$ cat config.mk
export PLATFORM = sky130hd
export DESIGN_NAME = mrt_cell
export DESIGN_NICKNAME = d
export VERILOG_FILES = /design/src/hdl/mrt_pkg.sv /design/src/hdl/mrt_cell.sv
export SDC_FILE = /design/constraint.sdc
export NUM_CORES = 1
export LEC_CHECK = 0
export BUFFER_PORTS_ARGS = -buffer_cell sky130_fd_sc_hd__buf_4
export CELL_PAD_IN_SITES_DETAIL_PLACEMENT = 0
export CELL_PAD_IN_SITES_GLOBAL_PLACEMENT = 1
export CORE_MARGIN = 8
export CORE_UTILIZATION = 34
export CTS_CLUSTER_SIZE = 40
export DETAILED_ROUTE_END_ITERATION = 6
export HOLD_SLACK_MARGIN = 0.02
export PLACE_DENSITY_LB_ADDON = 0.1
export SLEW_MARGIN = 10
export SYNTH_ARGS = -nofsm -noshare
export SYNTH_HDL_FRONTEND = slang
export SYNTH_SLANG_ARGS = --single-unit
$ cat constraint.sdc
create_clock -name clock -period 2.1 [get_ports clock]
set_input_delay 0.105 -clock clock [delete_from_list [all_inputs] [get_ports clock]]
set_output_delay 0.105 -clock clock [all_outputs]
set_load 0.1 [all_outputs]
$ cat src/hdl/mrt_pkg.sv
`default_nettype none

package mrt_pkg;

   // Table geometry
   localparam int MAX_REGIONS   = 64;
   localparam int IDX_W         = (MAX_REGIONS > 1) ? $clog2(MAX_REGIONS) : 1;
   localparam int CNT_W         = $clog2(MAX_REGIONS + 1);
   localparam int ENTRY_COUNT_W = 7;
   localparam int ADDR_W        = 64;

   typedef logic [CNT_W-1:0]         cnt_type;
   typedef logic [ENTRY_COUNT_W-1:0] count_out_type;
   typedef logic [ADDR_W-1:0]        addr_type;

   // Function codes
   localparam logic [1:0] FUNC_CLEAR  = 2'd0;
   localparam logic [1:0] FUNC_APPEND = 2'd1;
   localparam logic [1:0] FUNC_QUERY  = 2'd2;

   // Status codes
   localparam logic [1:0] ST_OK   = 2'd0;
   localparam logic [1:0] ST_FULL = 2'd1;
   localparam logic [1:0] ST_WRAP = 2'd2;

   // Region kinds that matter to the statistics
   localparam logic [3:0] KIND_USABLE       = 4'd0;
   localparam logic [3:0] KIND_ACPI_RECLAIM = 4'd2;
   localparam logic [3:0] KIND_BOOT_RECLAIM = 4'd5;
   localparam logic [3:0] KIND_EXEC         = 4'd6;

   // Entry write bus, shared by all cells
   typedef struct packed {
      addr_type base;
      addr_type rend;
      logic     usable;
   } wr_type;

   // Query token that walks the chain
   typedef struct packed {
      logic     valid;
      addr_type base;
      addr_type qend;
      logic     hit;
   } tok_type;

endpackage

`default_nettype wire

$ cat src/hdl/mrt_cell.sv
`default_nettype none

// One table entry plus one stage of the query chain.
module mrt_cell (
   input  logic             clock,
   input  logic             reset,
   input  logic             wr_sel,
   input  mrt_pkg::wr_type  wr,
   input  logic             held,
   input  mrt_pkg::tok_type up_tok,
   output mrt_pkg::tok_type down_tok
);

   mrt_pkg::addr_type ebase_ff;
   mrt_pkg::addr_type eend_ff;
   logic              usable_ff;
   mrt_pkg::tok_type  tok_ff;
   mrt_pkg::tok_type  tok_in;
   logic              match;

   assign match = held && usable_ff && (up_tok.base >= ebase_ff) && (up_tok.qend <= eend_ff);

   always_comb begin
      tok_in     = up_tok;
      tok_in.hit = up_tok.hit | match;
   end

   always_ff @(posedge clock) begin
      if (wr_sel) begin
         ebase_ff  <= wr.base;
         eend_ff   <= wr.rend;
         usable_ff <= wr.usable;
      end
   end

   always_ff @(posedge clock) begin
      if (reset) begin
         tok_ff.valid <= 1'b0;
      end else begin
         tok_ff.valid <= tok_in.valid;
      end
      tok_ff.base <= tok_in.base;
      tok_ff.qend <= tok_in.qend;
      tok_ff.hit  <= tok_in.hit;
   end

   assign down_tok = tok_ff;

endmodule

`default_nettype wire

; Word level (Yosys, flattened, before mapping)
; Cells that the tools add are included.
[totals]
input_bits = 263
word_cells = 13
out_inout_bits = 130
regBits = 259
[classes]
n_reduce_logical = 3
bitwise = 1
magnitude_cmp = 2
[ops]
columns = op, count
row1 = >= comparator 64 bit, 1
row2 = <= comparator 64 bit, 1
row3 = logical AND 1 bit, 3
row4 = OR 1 bit, 1

; Depth between registers and ports, before layout
; Gate-level depths: netlist of the first run.
[logic_depth]
ltp_word = 4
ltp_mapped = 9
depth_no_buf = 9

; Worst setup path before layout of the first run
; Ideal clock, no wire load.
[synth_path]
path_type = flip-flop to flip-flop
start = register eend_ff[62]
end = register tok_ff, in the netlist down_tok[0]
stages_incl_launch_ff = 9
synth_period_minus_slack_ns = 2.088
setup_slack_ns = 0.012
setup_time_ns = 0.118
n_path_buf = 0
t_arrival_ns = 1.970
required_time_ns = 1.982
cell_sequence = edfxtp_1 inv_1 ha_1 nand4_2 or3_1 or4_1 o21ai_1 o21ai_1 o2111a_1
[synth_lines]
columns = element, line
row1 = "start, declared", mrt_cell.sv:15  ; mrt_pkg::addr_type eend_ff;
row2 = "start signal, assigned", mrt_cell.sv:31  ; eend_ff <= wr.rend;
row3 = "end, declared", mrt_cell.sv:17  ; mrt_pkg::tok_type tok_ff;

==> Implementation_results.wiki, run 1 <==
{| class="wikitable"
! Metric !! Value
|-
| Status || complete, but fails checks
|-
| Failing checks || setup timing
|-
| DR DRC count || 0
|-
| Latest clock arrival within the worst-skew pair || between 0.5 and 0.6 ns
|-
| Crit path required time || about 2.6 ns
|-
| Via-to-Cell Ratio || roughly 4.3
|-
| Iteration-0 DRC Markers || 200
|-
| Netlist cell types || 34
|-
| Initial core utilization || 0.341
|-
| Post-Route Utilization || 0.598
|-
| Die Footprint || around 34000 sq um
|-
| Number of maximum-capacitance violations || 0
|-
| Met2 WL post-DR || approximately 15000 microns
|-
| Worst ir drop on vdd || 0.785 mV
|-
| Switching power total || ~3.8 mW
|-
| CTS H-Tree Depth || 1
|-
| Number of nets produced by synthesis || between 1000 and 1500
|-
| Share of total power consumed by net switching || 0.275
|-
| Via count of the first global-routing pass || about 8500
|-
| Area growth from synthesis to final layout || 75.2%
|-
| Overall routed net length || between 20000 and 30000 microns
|-
| Final net count || around 1800
|-
| Internal power of the cells || around 10 mW
|-
| Worst clock skew || around 0.013 ns
|-
| TritonCTS clock tree || yes
|-
| Total met3 wirelength after detailed routing || about 2200 microns
|-
| Period utilization || 1.01
|-
| Clock net sink count || roughly 260
|-
| Largest net degree at the start of global routing || 58
|-
| Max Fanout on Critical Path || 3
|-
| Sequential-to-total area share from yosys stat || 0.668
|-
| Max Freq || between 400 and 500 MHz
|-
| Area of the core || between 20000 and 30000 sq um
|-
| Post-Synthesis Cells || 717
|-
| CTS max path bufs || 3
|-
| FP Rows || between 60 and 70
|-
| Worst Hold Slack || between 0.2 and 0.25 ns
|-
| Avg Inst Size Synth || between 10 and 15 sq um
|-
| Portion of total power attributed to combinational logic || 0.209
|-
| Proportion of power drawn by flip-flops and latches || 0.419
|-
| Average routed wire per standard cell || around 16 microns
|-
| P_leak || ~8 nW
|-
| Number of flip-flops and latches in the synthesized netlist || 259
|-
| Synth warnings || 0
|-
| Number of antenna violations at the first check in global routing || 1
|-
| Length of the first detailed-routing pass in iterations || 4
|-
| Clock transition at the register clock pins on the worst setup and hold paths after CTS || 0.06 ns
|-
| Antenna-violating nets left || 0
|-
| Hold Fails Final Rpt || 0
|-
| Highest routed layer || met4
|-
| First-pass GRT wire length || 45400 microns
|-
| Mapped Area || 9700 sq um
|-
| Wl on met1 || 11800 microns
|-
| Sequential Area || between 6000 and 7000 sq um
|-
| Category of the worst setup path launch point || flop
|-
| Post-synth EDFFs || ~130
|-
| Setup WS post-layout || -0.0179 ns
|-
| DR vias || a little under 8000
|-
| Worst setup slack for register-to-register paths || -0.02 ns
|-
| Port Buffers || around 400
|-
| Tightest slew margin relative to the limit || 0.740
|-
| Layout cell share with drive strength beyond 1 || 0.327
|-
| Critical path class || flop to flop
|-
| Total overflow reported by the global router || 0
|-
| Clock buffers created by TritonCTS || 28
|-
| Number of I/O pins || 393
|-
| Part of the power in the clock network || 0.372
|-
| RSZ-0062 raised after global routing || yes
|-
| Power density relative to cell area || 809 nW/um^2
|-
| Combined area of the multi-input logic cells || 2840 sq um
|-
| Total track usage || 0.169
|-
| Category of the worst setup path capture point || flop
|-
| HPWL after DPL || roughly 22000 microns
|-
| Max-slew violation count || 0
|-
| Placer Congestion || between 0.7 and 0.8
|-
| Root Buffer || clkbuf_16
|-
| Worst EP arrival || 2.59 ns
|-
| Number of filler cells placed in the layout || 2300
|-
| Die X-Extent || approximately 180 microns
|-
| Primary flip-flop cell chosen by synthesis mapping || dfxtp_1
|-
| Worst-margin pin slew || 0.386 ns
|-
| Worst hold path type || input port to flop
|-
| Setup violators final || 1
|-
| Tmin final || 2.12 ns
|-
| Vertical die dimension || approximately 180 microns
|-
| Share of async-settable or async-resettable flops after synthesis || 0
|}
## power by group through the flow
stage / clock (mW) / combinational, mW / sequential (mW)
after floorplan: 0 / 0.528 / 6.83
after global placement: 0 / 2.43 / 5.85
after detailed placement: 0 / 2.44 / 5.85
after CTS: 5.26 / 2.88 / 5.74
after global routing: 5.43 / 3.10 / 5.78
final: 5.11 / 2.88 / 5.75
## through the flow
stage	power [mW]	cell area, sq um	TNS (ns)	setup slack, ns	instances
2_1_floorplan	7.35	9700	0	0.0121	717
3_3_place_gp	8.28	13300	-0.0909	-0.0909	1510
3_5_place_dp	8.29	13300	-0.151	-0.151	1510
4_1_cts	13.9	16900	0	0.000915	1824
5_1_grt	14.3	17000	-0.170	-0.170	1826
6_report	13.7	17000	-0.0179	-0.0179	1828
## area by class of cell
type	instances	share of cell area
sequential	259	0.381
timing repair buffer	672	0.337
multi-input combinational	329	0.167
clock buffer	41	0.0497
inverter	129	0.0285
tap	384	0.0283
clock inverter	11	0.00744
antenna	3	0.000442
## cell usage in the layout (no fill, tap or decap), drive strengths merged, types with 2 or more instances in the layout
master	Yosys	routed
a211oi	7	7
and4	2	2
nor3	7	7
nor4	5	5
nand2	26	26
o211ai	3	3
nand4	25	25
nand3	12	12
dlygate4sd3	0	261
or3	4	4
dfxtp	130	130
a21o	16	16
ha	128	128
inv	129	129
nor2b	2	2
a221oi	3	3
clkbuf	0	41
a21oi	48	48
buf	0	411
clkinv	0	8
o21ai	16	16
bufinv	0	3
nor2	12	12
diode	0	3
edfxtp	129	129
## worst max-delay path, cell delays in order (launching register included)
cell and delay [ns]:
edfxtp_1 0.32, inv_1 0.04, ha_1 0.32, nand4_1 0.16
or3_1 0.41, o221ai_2 0.23, nor4_2 0.07, buf_4 0.15
o21ai_2 0.16, o2111a_1 0.19
## per-layer routing
| metal | GRT usage | vias up |
|---|---|---|
| met1 | 0.189 | 3544 |
| li1 | - | 3952 |
| met2 | 0.312 | 249 |
| met4 | 0.0426 | 0 |
| met3 | 0.0477 | 34 |
| met5 | 0 | - |
## flip-flops by register name, indices dropped and copies added (netlist names)
register and flops:
down_tok 130, usable_ff 1, ebase_ff 64, eend_ff 64
## kinds of logic after synthesis
kind of cell,Yosys count,synth area share
DFF,259,0.668
and+or+nand+nor,100,0.0542
AOI/OAI and AO/OA,101,0.0627
adders and majority gates,128,0.165
buffers and inverters,129,0.0499
## Yosys cell counts, types with 7 or more instances
cell type  number  area [sq um]
dfxtp_1       130          2600
nand2_1        26          97.6
nor2_1         12          45.0
nand3_1        12          60.1
a21o_1         16           120
nand4_1        24           150
a211oi_1        7          52.6
a21oi_1        48           240
ha_1          128          1600
inv_1         129           484
o21ai_0        14          70.1
nor3_1          7          35.0
edfxtp_1      129          3870
## path summary, 6_finish.rpt
kind,endpoint,cells after the start,startpoint
worst max-delay path,down_tok[0]$_DFF_P_,9,ebase_ff[19]$_DFFE_PP_
worst min-delay path,down_tok[94]$_DFF_P_,2,up_tok[94]
worst max register to register,down_tok[0]$_DFF_P_,9,ebase_ff[19]$_DFFE_PP_
worst min register to register,down_tok[0]$_DFF_P_,6,eend_ff[39]$_DFFE_PP_
## repair_timing
action | CTS | global route
setup buffers | 1 | 1
endpoints found under the hold margin | 271 | 0
resized for setup | 11 | 8
setup endpoints to repair | 1 | 1
pin swaps | 8 | 7
hold buffers | 261 | 0
(Power assumes the default switching activity.)
==> run 2, diff against run 1 <==
GPL_TIMING_DRIVEN = 0   (was not set)
==> run 2 against run 1 <==
The flow still finishes with violations (setup timing). Non-clock buffer count is 15 lower. Clock skew is 0.0070 ns lower. Clock power is 0.8% lower. Sequential share of layout area is 0.12 points higher. Sequential power hardly changed. Final cell count is 0.88% lower. Worst hold slack worse by 0.036 ns. Total power is 0.47% lower. Critical path type unchanged.
==> Implementation_results.wiki, run 2 (synthesized netlist as in run 1, its figures left out) <==
{| class="wikitable"
! Metric !! Value
|-
| Status || complete, but fails checks (unchanged)
|-
| Failing checks || setup timing (unchanged)
|-
| Iteration-0 DRC Markers || 178 (was 200)
|-
| Portion of total power attributed to combinational logic || 0.208 (was 0.209)
|-
| Overall routed net length || 29100 microns (was 29900 microns)
|-
| Total placed instance area || 13200 sq um (was 13300 sq um)
|-
| Worst setup slack for register-to-register paths || -0.06 ns (was -0.02 ns)
|-
| TritonCTS clock tree || yes (unchanged)
|-
| Switching power total || 3.80 mW (was 3.78 mW)
|-
| Port Buffers || 392 (unchanged)
|-
| Setup violators final || 1 (unchanged)
|-
| Crit path required time || 2.53 ns (was 2.57 ns)
|-
| Latest clock arrival within the worst-skew pair || 0.53 ns (was 0.54 ns)
|-
| Via-to-Cell Ratio || 4.26 (about the same)
|-
| Final cell area excluding filler cells || 16900 sq um (was 17000 sq um)
|-
| Proportion of power drawn by flip-flops and latches || 0.421 (was 0.419)
|-
| Max Fanout on Critical Path || 2 (was 3)
|-
| First-pass GRT wire length || 44200 microns (was 45400 microns)
|-
| Number of I/O pins || 393 (unchanged)
|-
| Internal power of the cells || 9.86 mW (was 9.95 mW)
|-
| Average routed wire per standard cell || 16.1 microns (was 16.3 microns)
|-
| Number of antenna violations at the first check in global routing || 2 (was 1)
|-
| DR DRC count || 0 (unchanged)
|-
| Critical path class || flop to flop (unchanged)
|-
| Tightest slew margin relative to the limit || 0.684 (was 0.740)
|-
| Worst hold path type || input port to flop (unchanged)
|-
| Number of maximum-capacitance violations || 0 (unchanged)
|-
| Area of the core || 28400 sq um (unchanged)
|-
| Die X-Extent || 185 microns (unchanged)
|-
| Placer Congestion || 0.745 (was 0.750)
|-
| CTS H-Tree Depth || 1 (unchanged)
|-
| RSZ-0062 raised after global routing || yes (unchanged)
|-
| Max-slew violation count || 0 (unchanged)
|-
| R2R Path End || down_tok[0]$_DFF_P_ (unchanged)
|-
| Register-to-Register Path Depth || 8 (was 9)
|-
| Total placed cells including tap cells || 1494 (was 1510)
|-
| P_leak || 7.93 nW (was 7.99 nW)
|-
| Top library cells by usage in the layout, fill and taps aside || buf_4, dlygate4sd3_1, dfxtp_1, edfxtp_1, inv_1 (was buf_4, dlygate4sd3_1, dfxtp_1, inv_1, edfxtp_1)
|-
| Die Footprint || 34200 sq um (unchanged)
|-
| Setup WS post-layout || -0.0562 ns (was -0.0179 ns)
|-
| Initial core utilization || 0.341 (unchanged)
|-
| Worst EP arrival || 2.58 ns (was 2.59 ns)
|-
| Worst-margin pin slew || 0.474 ns (was 0.386 ns)
|-
| Power density relative to cell area || 807 nW/um^2 (was 809 nW/um^2)
|-
| Length of the first detailed-routing pass in iterations || 4 (unchanged)
|-
| Tmin final || 2.16 ns (was 2.12 ns)
|-
| Antenna-violating nets left || 0 (unchanged)
|-
| Vertical die dimension || 185 microns (unchanged)
|-
| Via count of the first global-routing pass || 8399 (was 8483)
|-
| Category of the worst setup path launch point || flop (unchanged)
|-
| Clock transition at the register clock pins on the worst setup and hold paths after CTS || 0.06 ns (about the same)
|-
| HPWL after DPL || 21600 microns (was 22200 microns)
|-
| Max Freq || 464 MHz (was 472 MHz)
|-
| Total overflow reported by the global router || 0 (unchanged)
|-
| Period utilization || 1.03 (was 1.01)
|-
| Category of the worst setup path capture point || flop (unchanged)
|-
| Post-placement setup slack || -0.370 ns (was -0.151 ns)
|-
| Share of total power consumed by net switching || 0.278 (was 0.275)
|-
| Layout cell share with drive strength beyond 1 || 0.329 (was 0.327)
|-
| Worst clock skew || 0.00594 ns (was 0.0130 ns)
|-
| End point of the critical path || down_tok[0]$_DFF_P_ (unchanged)
|-
| CTS max path bufs || 3 (unchanged)
|-
| FP Rows || 62 (unchanged)
|-
| Area growth from synthesis to final layout || 74.6% (was 75.2%)
|-
| Total power of the final layout || 13.7 mW (about the same)
|-
| Final net count || 1796 (was 1810)
|-
| Worst ir drop on vdd || 0.624 mV (was 0.785 mV)
|-
| Hold Fails Final Rpt || 0 (unchanged)
|-
| Post-Route Utilization || 0.596 (was 0.598)
|-
| Part of the power in the clock network || 0.371 (was 0.372)
|-
| Flip-flop count of the largest register, all copies and words added || 130 (unchanged)
|-
| Largest net degree at the start of global routing || 87 (was 58)
|-
| Post-route setup TNS || -0.0562 ns (was -0.0179 ns)
|-
| Clock net sink count || 259 (unchanged)
|-
| Total track usage || 0.165 (was 0.169)
|-
| Crit. Startpoint || eend_ff[53]$_DFFE_PP_ (was ebase_ff[19]$_DFFE_PP_)
|-
| Reg2Reg Launch Point || eend_ff[53]$_DFFE_PP_ (was ebase_ff[19]$_DFFE_PP_)
|-
| Worst Hold Slack || 0.184 ns (was 0.220 ns)
|-
| DR vias || 7724 (was 7779)
|-
| Clock buffers created by TritonCTS || 29 (was 28)
|-
| Number of standard cells in the layout, taps in and fillers out || 1812 (was 1828)
|-
| Most frequent standard cell in the layout excluding fill and tap cells || buf_4 (unchanged)
|-
| Root Buffer || clkbuf_16 (unchanged)
|}
==> run 2: changes by cell type in the layout (fill, tap and decap cells not counted), moves of 3 or more <==
cell       previous run  this run
buf_4               409       394
clkbuf_8              3        11
bufinv_16             3         0
clkbuf_1              7         4
clkinv_1              3         0
inv_1               129       126
inv_2                 0         3
o21ai_1               5         2
==> run 2: layout make-up <==
class / instances / area (sq um)
repair buffers: 657 / 5610
fillers: 2359 / 11500
flip-flops and latches: 259 / 6480
inverters: 129 / 484
multi-input cells: 329 / 2890
clock buffers: 46 / 942
diodes: 1 / 2.50
well taps: 384 / 480
clock inverters: 7 / 46.3
==> run 2: how the worst min path moves through the flow <==
stage / start / endpoint / depth (start not counted)
6_report: held / down_tok[0]$_DFF_P_ / 7
5_1_grt: up_tok[119] / down_tok[119]$_DFF_P_ / 2
4_1_cts: held / down_tok[0]$_DFF_P_ / 7
3_5_place_dp: up_tok[44] / down_tok[44]$_DFF_P_ / 1
3_3_place_gp: up_tok[6] / down_tok[6]$_DFF_P_ / 1
2_1_floorplan: up_tok[100] / down_tok[100]$_DFF_P_ / 0
==> run 2: what timing repair did <==
item,in CTS,in global routing
hold endpoints to repair,302,0
setup endpoints to repair,1,1
pin swaps,13,8
buffers inserted,1,2
hold buffers,261,0
gates resized for setup,15,10
==> run 2: routing by layer <==
layer  track usage  wire length, microns  vias to the layer above  share of wire
li1              -                     -                     3917              -
met1         0.185                 11400                     3514           0.39
met2         0.299                 14600                      251           0.50
met3        0.0528                  2520                       40          0.087
met4        0.0400                   539                        2          0.018
met5             0                    13                        -        0.00045
==> run 2: power by group through the flow <==
stage / Clock, mW / Combinational [mW] / Sequential (mW)
2_1_floorplan: 0 / 0.528 / 6.83
3_5_place_dp: 0 / 2.40 / 5.85
6_report: 5.07 / 2.85 / 5.75
5_1_grt: 5.46 / 3.07 / 5.78
3_3_place_gp: 0 / 2.37 / 5.85
4_1_cts: 5.24 / 2.85 / 5.75
==> run 2: critical path, stage by stage (launching register included) <==
cell and delay [ns]:
edfxtp_1 0.34, inv_2 0.05, ha_4 0.25, nand4_1 0.14, or3_4 0.43, or4_4 0.53
o21ai_2 0.13, o21ai_1 0.07, o2111a_1 0.11
